### config.mk
export PLATFORM = sky130hd
export DESIGN_NAME = lcd_window_fill_command_generator_top_flat
export DESIGN_NICKNAME = d
export VERILOG_FILES = /design/src/sv/lwfc_pkg.sv /design/src/sv/lwfc_req_if.sv /design/src/sv/lwfc_rsp_if.sv /design/src/sv/lwfc_csr_if.sv /design/src/sv/lwfc_front.sv /design/src/sv/lwfc_queue.sv /design/src/sv/lwfc_back.sv /design/src/sv/lcd_window_fill_command_generator_top.sv /design/src/flat_wrapper.sv
export VERILOG_INCLUDE_DIRS = /design/src /design/src/sv
export SDC_FILE = /design/constraint.sdc
export NUM_CORES = 1
export LEC_CHECK = 0
export ABC_AREA = 0
export BUFFER_PORTS_ARGS = -buffer_cell sky130_fd_sc_hd__buf_2
export CORE_MARGIN = 2
export CORE_UTILIZATION = 49
export CTS_BUF_LIST = sky130_fd_sc_hd__clkbuf_4
export DETAILED_ROUTE_END_ITERATION = 10
export GPL_ROUTABILITY_DRIVEN = 0
export PLACE_DENSITY = 0.71
export SYNTH_ARGS = -nofsm -noshare
export SYNTH_HDL_FRONTEND = slang
export SYNTH_SLANG_ARGS = --single-unit
### constraint.sdc
create_clock -name clock -period 6 [get_ports clock]
set_clock_uncertainty 0.05 [all_clocks]
set_input_delay 1.2 -clock clock [delete_from_list [all_inputs] [get_ports clock]]
set_output_delay 1.2 -clock clock [all_outputs]
set_load 0.02 [all_outputs]
### src/sv/lcd_window_fill_command_generator_top_defines.svh
// Assertion macros shared by the RTL files.
`ifndef LCD_WINDOW_FILL_COMMAND_GENERATOR_TOP_DEFINES_SVH
`define LCD_WINDOW_FILL_COMMAND_GENERATOR_TOP_DEFINES_SVH
`ifndef SYNTHESIS
// same-cycle implication
`define LWFC_ASSERT_IMPL(lbl, clk, rst, ante, cons) \
   lbl: assert property (@(posedge clk) disable iff (rst) (ante) |-> (cons)) \
      else $error("lwfc assertion failed");
// next-cycle implication
`define LWFC_ASSERT_NEXT(lbl, clk, rst, ante, cons) \
   lbl: assert property (@(posedge clk) disable iff (rst) (ante) |=> (cons)) \
      else $error("lwfc assertion failed");
`else
`define LWFC_ASSERT_IMPL(lbl, clk, rst, ante, cons)
`define LWFC_ASSERT_NEXT(lbl, clk, rst, ante, cons)
`endif
`endif

### src/sv/lwfc_pkg.sv
package lwfc_pkg;

   localparam int unsigned QDEPTH = 4;
   localparam int unsigned QAW    = $clog2(QDEPTH);
   localparam int unsigned QCW    = $clog2(QDEPTH + 1);

   // register indexes
   localparam logic CSR_SCREEN_WIDTH  = 1'b0;
   localparam logic CSR_SCREEN_HEIGHT = 1'b1;

   localparam logic [9:0] SCREEN_WIDTH_RESET  = 10'd240;
   localparam logic [9:0] SCREEN_HEIGHT_RESET = 10'd320;
   localparam logic [15:0] CACHE_RESET        = 16'hFFFF;

   // request kinds
   localparam logic REQ_FILL  = 1'b0;
   localparam logic REQ_PIXEL = 1'b1;

   // result word kinds
   localparam logic [1:0] KIND_CMD  = 2'd0;
   localparam logic [1:0] KIND_DATA = 2'd1;
   localparam logic [1:0] KIND_RUN  = 2'd2;

   // controller commands
   localparam logic [7:0] CMD_COL_SET   = 8'h2A;
   localparam logic [7:0] CMD_ROW_SET   = 8'h2B;
   localparam logic [7:0] CMD_MEM_WRITE = 8'h2C;

   // sequencer steps
   localparam logic [3:0] ST_BEGIN    = 4'd0;
   localparam logic [3:0] ST_COL_CMD  = 4'd1;
   localparam logic [3:0] ST_COL_SHI  = 4'd2;
   localparam logic [3:0] ST_COL_SLO  = 4'd3;
   localparam logic [3:0] ST_COL_EHI  = 4'd4;
   localparam logic [3:0] ST_COL_ELO  = 4'd5;
   localparam logic [3:0] ST_ROW_CMD  = 4'd6;
   localparam logic [3:0] ST_ROW_SHI  = 4'd7;
   localparam logic [3:0] ST_ROW_SLO  = 4'd8;
   localparam logic [3:0] ST_ROW_EHI  = 4'd9;
   localparam logic [3:0] ST_ROW_ELO  = 4'd10;
   localparam logic [3:0] ST_MEM      = 4'd11;
   localparam logic [3:0] ST_RUN      = 4'd12;

   // classified request after clipping
   typedef struct packed {
      logic [15:0] x_start;
      logic [15:0] x_end;
      logic [15:0] y_start;
      logic [15:0] y_end;
      logic [9:0]  w_len;
      logic [9:0]  h_len;
      logic [15:0] color;
   } stage_type;

   // queued work for the back end
   typedef struct packed {
      logic        col_send;
      logic        row_send;
      logic [15:0] x_start;
      logic [15:0] x_end;
      logic [15:0] y_start;
      logic [15:0] y_end;
      logic [15:0] color;
      logic [19:0] len;
   } desc_type;

   // queue status seen by front and back
   typedef struct packed {
      logic full;
      logic empty;
   } qstat_type;

endpackage

### src/sv/lwfc_req_if.sv
interface lwfc_req_if;
   logic        valid;
   logic        ready;
   logic        req_type;
   logic [15:0] origin_x;
   logic [15:0] origin_y;
   logic [15:0] rect_width;
   logic [15:0] rect_height;
   logic [15:0] fill_color;

   modport source (output valid, req_type, origin_x, origin_y, rect_width, rect_height,
                   fill_color, input ready);
   modport sink (input valid, req_type, origin_x, origin_y, rect_width, rect_height,
                 fill_color, output ready);
endinterface

### src/sv/lwfc_rsp_if.sv
interface lwfc_rsp_if;
   logic        valid;
   logic        ready;
   logic [1:0]  item_kind;
   logic [7:0]  byte_value;
   logic [15:0] run_color;
   logic [19:0] run_length;
   logic        last_item;

   modport source (output valid, item_kind, byte_value, run_color, run_length, last_item,
                   input ready);
   modport sink (input valid, item_kind, byte_value, run_color, run_length, last_item,
                 output ready);
endinterface

### src/sv/lwfc_csr_if.sv
interface lwfc_csr_if;
   logic       valid;
   logic       ready;
   logic       index;
   logic [9:0] data;

   modport source (output valid, index, data, input ready);
   modport sink (input valid, index, data, output ready);
endinterface

### src/sv/lwfc_front.sv
`include "lcd_window_fill_command_generator_top_defines.svh"

module lwfc_front (
   input  logic               clock,
   input  logic               reset,
   lwfc_req_if.sink           req,
   lwfc_csr_if.sink           csr,
   input  lwfc_pkg::qstat_type qstat,
   output logic               q_push,
   output lwfc_pkg::desc_type q_desc
);

   logic [9:0]  sw_ff, sw_in, sh_ff, sh_in;
   logic        s1_valid_ff, s1_valid_in;
   lwfc_pkg::stage_type s1_ff, s1_in;
   logic [15:0] ccs_ff, ccs_in, cce_ff, cce_in, crs_ff, crs_in, cre_ff, cre_in;

   logic        accept, drop, off, zero, clip_x, clip_y;
   logic [16:0] end_x, end_y;
   logic        col_send, row_send;

   assign csr.ready = 1'b1;

   always_comb begin
      sw_in = sw_ff;
      sh_in = sh_ff;
      if (csr.valid) begin
         unique case (csr.index)
            lwfc_pkg::CSR_SCREEN_WIDTH:  sw_in = csr.data;
            lwfc_pkg::CSR_SCREEN_HEIGHT: sh_in = csr.data;
            default: ;
         endcase
      end
   end

   // stage 1: off-screen test and clipping
   assign off  = (req.origin_x >= 16'(sw_ff)) || (req.origin_y >= 16'(sh_ff));
   assign zero = (req.rect_width == 16'd0) || (req.rect_height == 16'd0);
   assign drop = (req.req_type == lwfc_pkg::REQ_FILL) && (off || zero);

   assign end_x  = {1'b0, req.origin_x} + {1'b0, req.rect_width} - 17'd1;
   assign end_y  = {1'b0, req.origin_y} + {1'b0, req.rect_height} - 17'd1;
   assign clip_x = end_x >= 17'(sw_ff);
   assign clip_y = end_y >= 17'(sh_ff);

   assign q_push    = s1_valid_ff && !qstat.full;
   assign req.ready = !s1_valid_ff || !qstat.full;
   assign accept    = req.valid && req.ready;

   always_comb begin
      s1_in.x_start = req.origin_x;
      s1_in.y_start = req.origin_y;
      s1_in.color   = req.fill_color;
      if (req.req_type == lwfc_pkg::REQ_PIXEL) begin
         s1_in.x_end = req.origin_x + 16'd1;
         s1_in.y_end = req.origin_y + 16'd1;
         s1_in.w_len = 10'd1;
         s1_in.h_len = 10'd1;
      end else begin
         s1_in.x_end = clip_x ? 16'(sw_ff - 10'd1) : end_x[15:0];
         s1_in.y_end = clip_y ? 16'(sh_ff - 10'd1) : end_y[15:0];
         s1_in.w_len = clip_x ? sw_ff - req.origin_x[9:0] : req.rect_width[9:0];
         s1_in.h_len = clip_y ? sh_ff - req.origin_y[9:0] : req.rect_height[9:0];
      end
   end

   always_comb begin
      if (accept) begin
         s1_valid_in = !drop;
      end else if (q_push) begin
         s1_valid_in = 1'b0;
      end else begin
         s1_valid_in = s1_valid_ff;
      end
   end

   // stage 2: window cache compare and pixel count
   assign col_send = (s1_ff.x_start != ccs_ff) || (s1_ff.x_end != cce_ff);
   assign row_send = (s1_ff.y_start != crs_ff) || (s1_ff.y_end != cre_ff);

   always_comb begin
      q_desc.col_send = col_send;
      q_desc.row_send = row_send;
      q_desc.x_start  = s1_ff.x_start;
      q_desc.x_end    = s1_ff.x_end;
      q_desc.y_start  = s1_ff.y_start;
      q_desc.y_end    = s1_ff.y_end;
      q_desc.color    = s1_ff.color;
      q_desc.len      = s1_ff.w_len * s1_ff.h_len;
   end

   assign ccs_in = q_push ? s1_ff.x_start : ccs_ff;
   assign cce_in = q_push ? s1_ff.x_end   : cce_ff;
   assign crs_in = q_push ? s1_ff.y_start : crs_ff;
   assign cre_in = q_push ? s1_ff.y_end   : cre_ff;

   always_ff @(posedge clock) begin
      if (reset) begin
         sw_ff       <= lwfc_pkg::SCREEN_WIDTH_RESET;
         sh_ff       <= lwfc_pkg::SCREEN_HEIGHT_RESET;
         s1_valid_ff <= 1'b0;
         ccs_ff      <= lwfc_pkg::CACHE_RESET;
         cce_ff      <= lwfc_pkg::CACHE_RESET;
         crs_ff      <= lwfc_pkg::CACHE_RESET;
         cre_ff      <= lwfc_pkg::CACHE_RESET;
      end else begin
         sw_ff       <= sw_in;
         sh_ff       <= sh_in;
         s1_valid_ff <= s1_valid_in;
         ccs_ff      <= ccs_in;
         cce_ff      <= cce_in;
         crs_ff      <= crs_in;
         cre_ff      <= cre_in;
      end
   end

   always_ff @(posedge clock) begin
      if (accept) begin
         s1_ff <= s1_in;
      end
   end

   // a stalled request must not vanish from stage 1
   `LWFC_ASSERT_NEXT(a_s1_hold, clock, reset, s1_valid_ff && qstat.full, s1_valid_ff)

endmodule

### src/sv/lwfc_queue.sv
`include "lcd_window_fill_command_generator_top_defines.svh"

module lwfc_queue (
   input  logic                clock,
   input  logic                reset,
   input  logic                push,
   input  lwfc_pkg::desc_type  push_desc,
   input  logic                pop,
   output lwfc_pkg::desc_type  head,
   output lwfc_pkg::qstat_type qstat
);

   lwfc_pkg::desc_type mem_ff [lwfc_pkg::QDEPTH];
   logic [lwfc_pkg::QAW-1:0] wr_ptr_ff, wr_ptr_in, rd_ptr_ff, rd_ptr_in;
   logic [lwfc_pkg::QCW-1:0] cnt_ff, cnt_in;

   assign qstat.full  = cnt_ff == lwfc_pkg::QCW'(lwfc_pkg::QDEPTH);
   assign qstat.empty = cnt_ff == '0;
   assign head        = mem_ff[rd_ptr_ff];

   assign wr_ptr_in = push ? wr_ptr_ff + lwfc_pkg::QAW'(1) : wr_ptr_ff;
   assign rd_ptr_in = pop  ? rd_ptr_ff + lwfc_pkg::QAW'(1) : rd_ptr_ff;

   always_comb begin
      unique case ({push, pop})
         2'b10:   cnt_in = cnt_ff + lwfc_pkg::QCW'(1);
         2'b01:   cnt_in = cnt_ff - lwfc_pkg::QCW'(1);
         default: cnt_in = cnt_ff;
      endcase
   end

   always_ff @(posedge clock) begin
      if (reset) begin
         wr_ptr_ff <= '0;
         rd_ptr_ff <= '0;
         cnt_ff    <= '0;
      end else begin
         wr_ptr_ff <= wr_ptr_in;
         rd_ptr_ff <= rd_ptr_in;
         cnt_ff    <= cnt_in;
      end
   end

   always_ff @(posedge clock) begin
      if (push) begin
         mem_ff[wr_ptr_ff] <= push_desc;
      end
   end

   `LWFC_ASSERT_IMPL(a_cnt_bound, clock, reset, 1'b1, cnt_ff <= lwfc_pkg::QCW'(lwfc_pkg::QDEPTH))

endmodule

### src/sv/lwfc_back.sv
`include "lcd_window_fill_command_generator_top_defines.svh"

module lwfc_back (
   input  logic                clock,
   input  logic                reset,
   input  lwfc_pkg::desc_type  head,
   input  lwfc_pkg::qstat_type qstat,
   output logic                pop,
   lwfc_rsp_if.source          rsp
);

   logic [3:0]  step_ff, step_in, start, cur, nxt;
   logic        load;
   logic        rsp_valid_ff, rsp_valid_in;
   logic [1:0]  kind_ff, kind_in;
   logic [7:0]  byte_ff, byte_in;
   logic [15:0] color_ff, color_in;
   logic [19:0] len_ff, len_in;
   logic        last_ff, last_in;

   assign start = head.col_send ? lwfc_pkg::ST_COL_CMD :
                  head.row_send ? lwfc_pkg::ST_ROW_CMD : lwfc_pkg::ST_MEM;
   assign cur   = (step_ff == lwfc_pkg::ST_BEGIN) ? start : step_ff;

   assign load = !qstat.empty && (!rsp_valid_ff || rsp.ready);
   assign pop  = load && (cur == lwfc_pkg::ST_RUN);

   always_comb begin
      unique case (cur)
         lwfc_pkg::ST_COL_ELO: nxt = head.row_send ? lwfc_pkg::ST_ROW_CMD : lwfc_pkg::ST_MEM;
         lwfc_pkg::ST_RUN:     nxt = lwfc_pkg::ST_BEGIN;
         default:              nxt = cur + 4'd1;
      endcase
   end

   assign step_in = load ? nxt : step_ff;

   always_comb begin
      kind_in  = lwfc_pkg::KIND_DATA;
      byte_in  = 8'd0;
      color_in = 16'd0;
      len_in   = 20'd0;
      last_in  = 1'b0;
      unique case (cur)
         lwfc_pkg::ST_COL_CMD: begin
            kind_in = lwfc_pkg::KIND_CMD;
            byte_in = lwfc_pkg::CMD_COL_SET;
         end
         lwfc_pkg::ST_COL_SHI: byte_in = head.x_start[15:8];
         lwfc_pkg::ST_COL_SLO: byte_in = head.x_start[7:0];
         lwfc_pkg::ST_COL_EHI: byte_in = head.x_end[15:8];
         lwfc_pkg::ST_COL_ELO: byte_in = head.x_end[7:0];
         lwfc_pkg::ST_ROW_CMD: begin
            kind_in = lwfc_pkg::KIND_CMD;
            byte_in = lwfc_pkg::CMD_ROW_SET;
         end
         lwfc_pkg::ST_ROW_SHI: byte_in = head.y_start[15:8];
         lwfc_pkg::ST_ROW_SLO: byte_in = head.y_start[7:0];
         lwfc_pkg::ST_ROW_EHI: byte_in = head.y_end[15:8];
         lwfc_pkg::ST_ROW_ELO: byte_in = head.y_end[7:0];
         lwfc_pkg::ST_MEM: begin
            kind_in = lwfc_pkg::KIND_CMD;
            byte_in = lwfc_pkg::CMD_MEM_WRITE;
         end
         lwfc_pkg::ST_RUN: begin
            kind_in  = lwfc_pkg::KIND_RUN;
            color_in = head.color;
            len_in   = head.len;
            last_in  = 1'b1;
         end
         default: ;
      endcase
   end

   always_comb begin
      if (load) begin
         rsp_valid_in = 1'b1;
      end else if (rsp.ready) begin
         rsp_valid_in = 1'b0;
      end else begin
         rsp_valid_in = rsp_valid_ff;
      end
   end

   always_ff @(posedge clock) begin
      if (reset) begin
         step_ff      <= lwfc_pkg::ST_BEGIN;
         rsp_valid_ff <= 1'b0;
      end else begin
         step_ff      <= step_in;
         rsp_valid_ff <= rsp_valid_in;
      end
   end

   always_ff @(posedge clock) begin
      if (load) begin
         kind_ff  <= kind_in;
         byte_ff  <= byte_in;
         color_ff <= color_in;
         len_ff   <= len_in;
         last_ff  <= last_in;
      end
   end

   assign rsp.valid      = rsp_valid_ff;
   assign rsp.item_kind  = kind_ff;
   assign rsp.byte_value = byte_ff;
   assign rsp.run_color  = color_ff;
   assign rsp.run_length = len_ff;
   assign rsp.last_item  = last_ff;

   // the closing word of a request is always the pixel run
   `LWFC_ASSERT_IMPL(a_last_is_run, clock, reset, rsp_valid_ff && last_ff, kind_ff == lwfc_pkg::KIND_RUN)
   // mid-request the queue head must still hold the request
   `LWFC_ASSERT_IMPL(a_step_has_head, clock, reset, step_ff != lwfc_pkg::ST_BEGIN, !qstat.empty)

endmodule

### src/sv/lcd_window_fill_command_generator_top.sv
// Channel   | Dir | Handshake     | Word
// ----------+-----+---------------+---------------------------------------------
// req_bus   | in  | valid/ready   | req_type, origin_x/y, rect_width/height, color
// rsp_bus   | out | valid/ready   | item_kind, byte_value, run_color/length, last
// csr_bus   | in  | valid/ready   | index (0 width, 1 height), 10-bit data
//
// A request emits 2 to 12 response words, one per cycle while rsp_bus is ready,
// so a request that changes both windows occupies the back-end sequencer for all
// 12 words; that sequencer is the throughput limit. The front takes one request
// per cycle while the 4-entry queue has room; dropped fills emit no words.
// Words pass through the stage-1 register, the queue and the output register.
// Synchronous reset: screen 240x320, window cache all ones, queue empty.
// rsp stalls back up through the queue to req_bus.ready; csr is always ready.

module lcd_window_fill_command_generator_top (
   input  logic       clock,
   input  logic       reset,
   lwfc_req_if.sink   req_bus,
   lwfc_rsp_if.source rsp_bus,
   lwfc_csr_if.sink   csr_bus
);

   lwfc_pkg::qstat_type qstat;
   lwfc_pkg::desc_type  push_desc;
   lwfc_pkg::desc_type  head;
   logic                push;
   logic                pop;

   // front end: clip, drop off-screen and zero-size fills, track the window cache
   lwfc_front u_front (
      .clock  (clock),
      .reset  (reset),
      .req    (req_bus),
      .csr    (csr_bus),
      .qstat  (qstat),
      .q_push (push),
      .q_desc (push_desc)
   );

   // decouples classification from word sequencing
   lwfc_queue u_queue (
      .clock     (clock),
      .reset     (reset),
      .push      (push),
      .push_desc (push_desc),
      .pop       (pop),
      .head      (head),
      .qstat     (qstat)
   );

   // back end: one word per cycle into the registered output while rsp_bus is ready
   lwfc_back u_back (
      .clock (clock),
      .reset (reset),
      .head  (head),
      .qstat (qstat),
      .pop   (pop),
      .rsp   (rsp_bus)
   );

endmodule

### src/flat_wrapper.sv
// flat-port wrapper written by rule: the top's interface ports become plain ports
module lcd_window_fill_command_generator_top_flat 
  (clock, reset, req_bus_valid, req_bus_req_type, req_bus_origin_x, req_bus_origin_y, req_bus_rect_width, req_bus_rect_height, req_bus_fill_color, req_bus_ready, rsp_bus_valid, rsp_bus_item_kind, rsp_bus_byte_value, rsp_bus_run_color, rsp_bus_run_length, rsp_bus_last_item, rsp_bus_ready, csr_bus_valid, csr_bus_index, csr_bus_data, csr_bus_ready);
  lwfc_req_if req_bus_i ();
  lwfc_rsp_if rsp_bus_i ();
  lwfc_csr_if csr_bus_i ();
  input  logic clock;
  input  logic reset;
  input wire logic [$bits(req_bus_i.valid)-1:0] req_bus_valid;
  input wire logic [$bits(req_bus_i.req_type)-1:0] req_bus_req_type;
  input wire logic [$bits(req_bus_i.origin_x)-1:0] req_bus_origin_x;
  input wire logic [$bits(req_bus_i.origin_y)-1:0] req_bus_origin_y;
  input wire logic [$bits(req_bus_i.rect_width)-1:0] req_bus_rect_width;
  input wire logic [$bits(req_bus_i.rect_height)-1:0] req_bus_rect_height;
  input wire logic [$bits(req_bus_i.fill_color)-1:0] req_bus_fill_color;
  output wire logic [$bits(req_bus_i.ready)-1:0] req_bus_ready;
  output wire logic [$bits(rsp_bus_i.valid)-1:0] rsp_bus_valid;
  output wire logic [$bits(rsp_bus_i.item_kind)-1:0] rsp_bus_item_kind;
  output wire logic [$bits(rsp_bus_i.byte_value)-1:0] rsp_bus_byte_value;
  output wire logic [$bits(rsp_bus_i.run_color)-1:0] rsp_bus_run_color;
  output wire logic [$bits(rsp_bus_i.run_length)-1:0] rsp_bus_run_length;
  output wire logic [$bits(rsp_bus_i.last_item)-1:0] rsp_bus_last_item;
  input wire logic [$bits(rsp_bus_i.ready)-1:0] rsp_bus_ready;
  input wire logic [$bits(csr_bus_i.valid)-1:0] csr_bus_valid;
  input wire logic [$bits(csr_bus_i.index)-1:0] csr_bus_index;
  input wire logic [$bits(csr_bus_i.data)-1:0] csr_bus_data;
  output wire logic [$bits(csr_bus_i.ready)-1:0] csr_bus_ready;
  assign req_bus_i.valid = req_bus_valid;
  assign req_bus_i.req_type = req_bus_req_type;
  assign req_bus_i.origin_x = req_bus_origin_x;
  assign req_bus_i.origin_y = req_bus_origin_y;
  assign req_bus_i.rect_width = req_bus_rect_width;
  assign req_bus_i.rect_height = req_bus_rect_height;
  assign req_bus_i.fill_color = req_bus_fill_color;
  assign req_bus_ready = req_bus_i.ready;
  assign rsp_bus_valid = rsp_bus_i.valid;
  assign rsp_bus_item_kind = rsp_bus_i.item_kind;
  assign rsp_bus_byte_value = rsp_bus_i.byte_value;
  assign rsp_bus_run_color = rsp_bus_i.run_color;
  assign rsp_bus_run_length = rsp_bus_i.run_length;
  assign rsp_bus_last_item = rsp_bus_i.last_item;
  assign rsp_bus_i.ready = rsp_bus_ready;
  assign csr_bus_i.valid = csr_bus_valid;
  assign csr_bus_i.index = csr_bus_index;
  assign csr_bus_i.data = csr_bus_data;
  assign csr_bus_ready = csr_bus_i.ready;
  lcd_window_fill_command_generator_top u_core (.clock(clock), .reset(reset), .req_bus(req_bus_i), .rsp_bus(rsp_bus_i), .csr_bus(csr_bus_i));
endmodule
======== Word-level counts from Yosys, hierarchy flattened ========
Memories as Yosys holds them, arrays and structs flattened. A register that Yosys moved wholly into a read port is not among the register bits.
Index checks and enable logic that the tools add are counted.
storage, ports and cells
  flip-flop bits (word level) ............. 244
  RAM bits ................................ 408
  input bits .............................. 97
  output and inout port bits .............. 50
  logic and storage cells ................. 115
  memories kept ........................... 1
memories
  name                   depth  bits a word  rd ports  clocked after memory_dff  write ports  line              RTL
  u_core.u_queue.mem_ff  4      102          1         1                         1            lwfc_queue.sv:13  lwfc_pkg::desc_type mem_ff [lwfc_pkg::QDEPTH];
cells by class
  add/sub/neg operators ................... 15
  multiply operators ...................... 1
  magnitude comparators ................... 4
  equality and inequality tests ........... 19
  mux-type cells .......................... 22
  bitwise gates (word level) .............. 2
  reductions and logical operators ........ 27
operators with widths
  kind                                                                   number
  8-bit one-hot mux with 11 select lines                                 1
  16-bit inequality test                                                 4
  16-bit two-way mux                                                     3
  36-bit two-way mux                                                     1
  16-bit by 16-bit adder with 17-bit output                              2
  17-bit by 10-bit >= comparator with 1-bit output                       2
  17-bit by 1-bit subtractor with 17-bit output (second input constant)  2
  16-bit by 1-bit adder with 16-bit output (second input constant)       2
  16-bit by 10-bit >= comparator with 1-bit output                       2
  16-bit logical NOT                                                     2
  10-bit by 1-bit subtractor with 11-bit output (second input constant)  2
  4-bit == test (second input constant)                                  5
  10-bit by 10-bit multiplier with 20-bit output                         1
  10-bit two-way mux                                                     2
  10-bit subtractor                                                      2
  4-bit by 3-bit == test with 1-bit output (second input constant)       4
  4-bit two-way mux                                                      3
  4-bit by 2-bit == test with 1-bit output (second input constant)       2
  4-bit one-hot mux with 2 select lines                                  1
  1-bit logical OR                                                       7
  1-bit two-way mux                                                      7
  3-bit one-hot mux with 2 select lines                                  1
  2-bit nonzero test                                                     3
  1-bit logical AND                                                      5
  other kinds (16)                                                       24

======== Depth between registers and ports, before layout ========
  depth after elaboration ................. 7
  gate-level depth with buffers ........... 20
  depth with buffers taken out ............ 19

======== Hierarchy ========
Synthesis repeated with hierarchy kept, for this count alone.
unflattened totals
  cell total of the unflattened synthesis .. 2,605
  area total of the unflattened synthesis .. 34,169.0 um2
modules (own cells, without submodules)
  module      instances  cells each  area each (um2)  sequential area each (um2)
  lwfc_front  1          1,790       16,355.7         4,704.5
  lwfc_queue  1          579         15,145.8         12,431.9
  lwfc_back   1          236         2,667.6          1,511.4

======== Worst setup path before layout ========
Ideal clock, no wire load.
  path type ............................... input port to flip-flop
  from .................................... input port rsp_bus_ready
  to ...................................... register u_core.u_queue.cnt_ff[2] in the netlist's numbering
  library setup time ...................... 0.070 ns
  arrival time ............................ 5.359 ns
  required time ........................... 5.880 ns
  slack ................................... 0.521 ns
  cell stages on the path ................. 9
  path buffers ............................ 0
  path through ............................ inv_1 -> a21oi_1 -> and2_1 -> ha_1 -> inv_1 -> fa_1 -> xor2_1 -> or3_1 -> a21oi_1
between the ends
  longest elaborated chain between the ends .. 5
  elaborated cells between the ends (all ways) .. 7
  those cells by class .................... eq/ne: 2; mux: 1; reduce/logical: 4
ends and longest elaborated chain
  what                                                                         line                                         RTL
  start: declaration                                                           flat_wrapper.sv:23                           input wire logic [$bits(rsp_bus_i.ready)-1:0] rsp_bus_ready;
  1-bit logical OR *                                                           lwfc_back.sv:25                              assign load = !qstat.empty && (!rsp_valid_ff || rsp.ready);
  1-bit logical AND *                                                          lwfc_back.sv:25
  named net u_core.u_back.load                                                 lwfc_back.sv:13                              logic load;
  1-bit logical AND *                                                          lwfc_back.sv:26                              assign pop = load && (cur == lwfc_pkg::ST_RUN);
  named net u_core.pop                                                         lcd_window_fill_command_generator_top.sv:27  logic pop;
  2-bit by 1-bit == test with 1-bit output or 2-bit == test (tied branches)    lwfc_queue.sv:25                             unique case ({push, pop})
  3-bit one-hot mux with 2 select lines or 2-bit nonzero test (tied branches)  --
  end signal: assignment                                                       lwfc_queue.sv:40                             cnt_ff <= cnt_in;
  end: declaration                                                             lwfc_queue.sv:15                             logic [lwfc_pkg::QCW-1:0] cnt_ff, cnt_in;
Mark *: on every way through the listed nets, which the timed path passes. The rest lies on a longest branch.
A chain may end at the register's enable or synchronous reset.

==> run metrics <==
share of cells above drive strength 1=a little under 20%; Setup-failing EPs final=0; wire per inst=approximately 20 um; HP Class=in2reg; core area=about 68000 um2; Post-DRT Antenna Nets=0; DP Wirelength=55040 um; Max Root-Sink Buffers=3; H-tree depth reported by CTS=4; clock power share=between 30% and 40%; critical path endpoint category=register; initial antenna violation count=2; Warnings, synthesis=0; critical path data arrival time=between 6 and 7 ns; via count=about 22k; Layout Nets=around 3.2k; worst endpoint required time=~6.7 ns; unrepaired setup endpoints after global routing=no; I/O Buffers=~150; routed vias/inst=between 5 and 6; first-pass GRT wire length=~120000 um; Sw Pwr=roughly 3.7 mW; die footprint=between 70000 and 80000 um2; final hold slack=about 0.34 ns; clk sinks=653; largest net degree at the start of global routing=just under 100; max cap viols=0; worst setup path class=reg2reg; final instance area=between 30000 and 40000 um2; VDD IR max=~0.00027 V; nature of the critical path startpoint=register; Leak Pwr=approximately 14 nW; Util after Layout=55.45%; Reg power frac=45.7%; Power Density=326.1 nW/um2; vias in the first global route=roughly 22k; cell repeated most along the worst path=fa_1; initial drt markers=between 1.5k and 2k; Residual DRC=0; clock transition at the registers of the reported paths=about 0.07 ns; total CTS buffers=~160; Die W=roughly 270 um; period utilization=between 90% and 100%; DIE HEIGHT=265.6 um; FF+latch count, synth=around 650; post-synthesis sequential area ratio=a little under three fifths; growth of design area from synthesis to finish=11.63%; CP max FO=10; Placement Rows=95; clk_lat worst skew=between 0.9 and 1 ns; Worst path max stage delay=between 0.5 and 0.6 ns; Gate Count Post-Synth=2603; Cells after DPL=3550; num ports=around 150; async set or reset register ratio after synthesis=0%; # fillers=about 5.5k; Unique masters post-synth=between 80 and 90; Final Max Tran Viols=0; Crit-path slowest cell=fa_1; syn nets=about 3.0k; TNS Setup=0 ns; status=completed; all-layer global routing usage=22.52%; Max Fclk=~0.17 GHz; gr ovfl total=0; worst path cell trace=and2_1 -> fa_1 -> fa_1 -> inv_1 -> fa_1 -> inv_1 -> fa_1 -> inv_1 -> fa_1 -> inv_1 -> ha_1 -> nand2_1 -> o21ai_0 -> a41oi_1 -> a21oi_1 -> a311oi_1 -> xnor2_1; fin crit period=between 5 and 6 ns; combinational share of power=between 20% and 30%; Routed WL=79080 um; First-pass DRT Iterations=8; relative slew slack=a little over a quarter; Post-CTS Hold Buffers=0; CTS tree=yes; Non-Filler Instances=3859; worst-margin pin slew=between 1 and 1.5 ns; Post-synth EDFFs=554; Internal=~8.5 mW; post-synthesis area per instance=around 13 um2; Post-Syn Area=around 34000 um2; prevailing post-synth register cell=edfxtp_1; Final Hold Violating Endpoints=0; Initial Utilization=around 50%; DP Area=about 35000 um2; CTS root buf=clkbuf_4; Sw Ratio=30.58%
-- timing repair --
item                       4_1_cts  5_1_grt
setup endpoints to repair        0        8
resized for setup                0        1
hold endpoints to repair         0        0
setup buffers                    0        5
-- per-layer routing --
| metal | global-route usage [%] | vias up | share of wire [%] |
|---|---|---|---|
| met5 | 0 | - | 0.020 |
| met4 | 8.867 | 2 | 3.1 |
| met3 | 4.777 | 158 | 7.9 |
| met2 | 36.15 | 1005 | 48 |
| met1 | 30.14 | 10780 | 41 |
| li1 | - | 10100 | - |
-- path summary, 6_finish.rpt --
path	start	endpoint	slack (ns)	cells past startpoint
hold reg to reg	u_core.u_front.sw_ff[9]$_SDFFE_PP0P_	u_core.u_front.sw_ff[9]$_SDFFE_PP0P_	0.41	2
setup / recovery	u_core.u_front.s1_ff[22]$_SDFFCE_PP0P_	u_core.u_queue.mem_ff[2][18]$_DFFE_PP_	0.28	17
setup reg to reg	u_core.u_front.s1_ff[22]$_SDFFCE_PP0P_	u_core.u_queue.mem_ff[2][18]$_DFFE_PP_	0.28	17
hold / removal	req_bus_fill_color[14]	u_core.u_front.q_desc[34]$_DFFE_PP_	0.34	1
-- cell usage after synthesis, drive strengths merged (3+ instances only) --
cell / number / share of area, %
a2111oi: 4 / 0.12
ha: 188 / 7.0
nor2b: 18 / 0.34
o22ai: 8 / 0.15
a21oi: 95 / 1.5
a21o: 18 / 0.40
and4: 4 / 0.10
or3: 5 / 0.093
xor2: 26 / 0.68
o221ai: 6 / 0.18
and3: 22 / 0.41
dfxtp: 99 / 5.9
nor4: 31 / 0.62
and2: 108 / 2.0
nor3: 43 / 0.67
nor2: 83 / 0.93
a41oi: 4 / 0.13
a31oi: 23 / 0.45
o21bai: 6 / 0.13
o21ai: 42 / 0.63
a32oi: 4 / 0.10
a22oi: 8 / 0.18
nand2b: 11 / 0.21
o32ai: 6 / 0.16
a21boi: 5 / 0.11
o211ai: 4 / 0.10
o31ai: 14 / 0.31
nand2: 271 / 3.0
buf: 34 / 0.56
nand4: 40 / 0.75
mux2: 6 / 0.20
edfxtp: 554 / 50
a31o: 3 / 0.078
fa: 67 / 4.0
xnor2: 129 / 3.4
a311oi: 4 / 0.10
mux4: 96 / 6.4
a211oi: 13 / 0.32
a221oi: 11 / 0.42
nand3: 48 / 0.72
a211o: 6 / 0.16
nand3b: 67 / 1.5
mux2i: 24 / 0.72
inv: 247 / 2.8
clkbuf: 66 / 0.74
-- cell type report --
cell class              instances  area, um2  area share [%]
diodes                          1      2.502        0.006684
clock buffers                 239       1794           4.792
clock inverters                64      405.4           1.083
inverters                     248      930.9           2.486
multi-input cells            1602      13600           36.31
flip-flops and latches        653      18630           49.75
well taps                     873       1092           2.917
repair buffers                179      993.5           2.653
-- sequential cells by signal (all words and copies together) (netlist names), 4 cells and up, named ones only --
signal                        flops
u_core.u_front.ccs_ff            16
u_core.u_front.s1_ff             20
u_core.u_back.rsp.byte_value      8
u_core.u_front.cre_ff            16
u_core.u_back.rsp.run_color      16
u_core.u_queue.mem_ff           408
u_core.u_back.rsp.run_length     20
u_core.u_back.step_ff             4
u_core.u_front.sw_ff             10
u_core.u_front.crs_ff            16
u_core.u_front.sh_ff             10
u_core.u_front.q_desc            80
u_core.u_front.cce_ff            16
-- cells by family after synthesis --
family          count (synthesis)  share of synthesized area [%]
xor+xnor                      155                          4.048
other cells                     1                        0.01118
flops                         653                          55.51
fa+ha+maj                     255                          11.01
compound gates                305                          6.368
simple gates                  760                          11.61
mux                           126                          7.364
buf+inv                       348                          4.077
-- layout by cell type (no fill, tap or decap), types with 22 or more instances in the layout --
master    count
a21oi_1      89
a31oi_1      22
and2_1      106
buf_2       145
buf_4        33
clkbuf_4    239
clkinv_1     41
dfxtp_1      97
edfxtp_1    554
fa_1         67
ha_1        188
inv_1       246
mux2i_1      24
mux4_2       96
nand2_1     269
nand3_1      48
nand3b_1     67
nand4_1      40
nor2_1       83
nor3_1       41
nor4_1       30
o21ai_0      41
xnor2_1     129
xor2_1       26
-- worst max-delay path, delay by kind of cell, from the launching register on --
family	cells	cell delay, ns
adder cells (fa/ha/maj)	6	2.90
AO/OA/AOI/OAI	4	1.09
XOR/XNOR	1	0.39
buffers and inverters	4	0.19
flip-flops	1	0.53
AND/OR/NAND/NOR	2	0.31
-- through the flow --
step | total power [mW] | setup WS (ns)
global placement | 8.327 | 0.05180
global route | 12.90 | 0.04245
floorplan | 7.663 | 0.5210
finish | 12.21 | 0.2762
detailed placement | 8.448 | -0.05483
CTS | 12.27 | 0.2766
-- power groups by stage --
stage | clock network [mW] | registers, mW | logic (mW)
3_3_place_gp | 0 | 5.66 | 2.67
6_report | 3.79 | 5.58 | 2.84
3_5_place_dp | 0 | 5.67 | 2.77
2_1_floorplan | 0 | 5.62 | 2.05
5_1_grt | 4.12 | 5.59 | 3.19
4_1_cts | 3.90 | 5.57 | 2.80
Power figures use the tool's default switching activity.
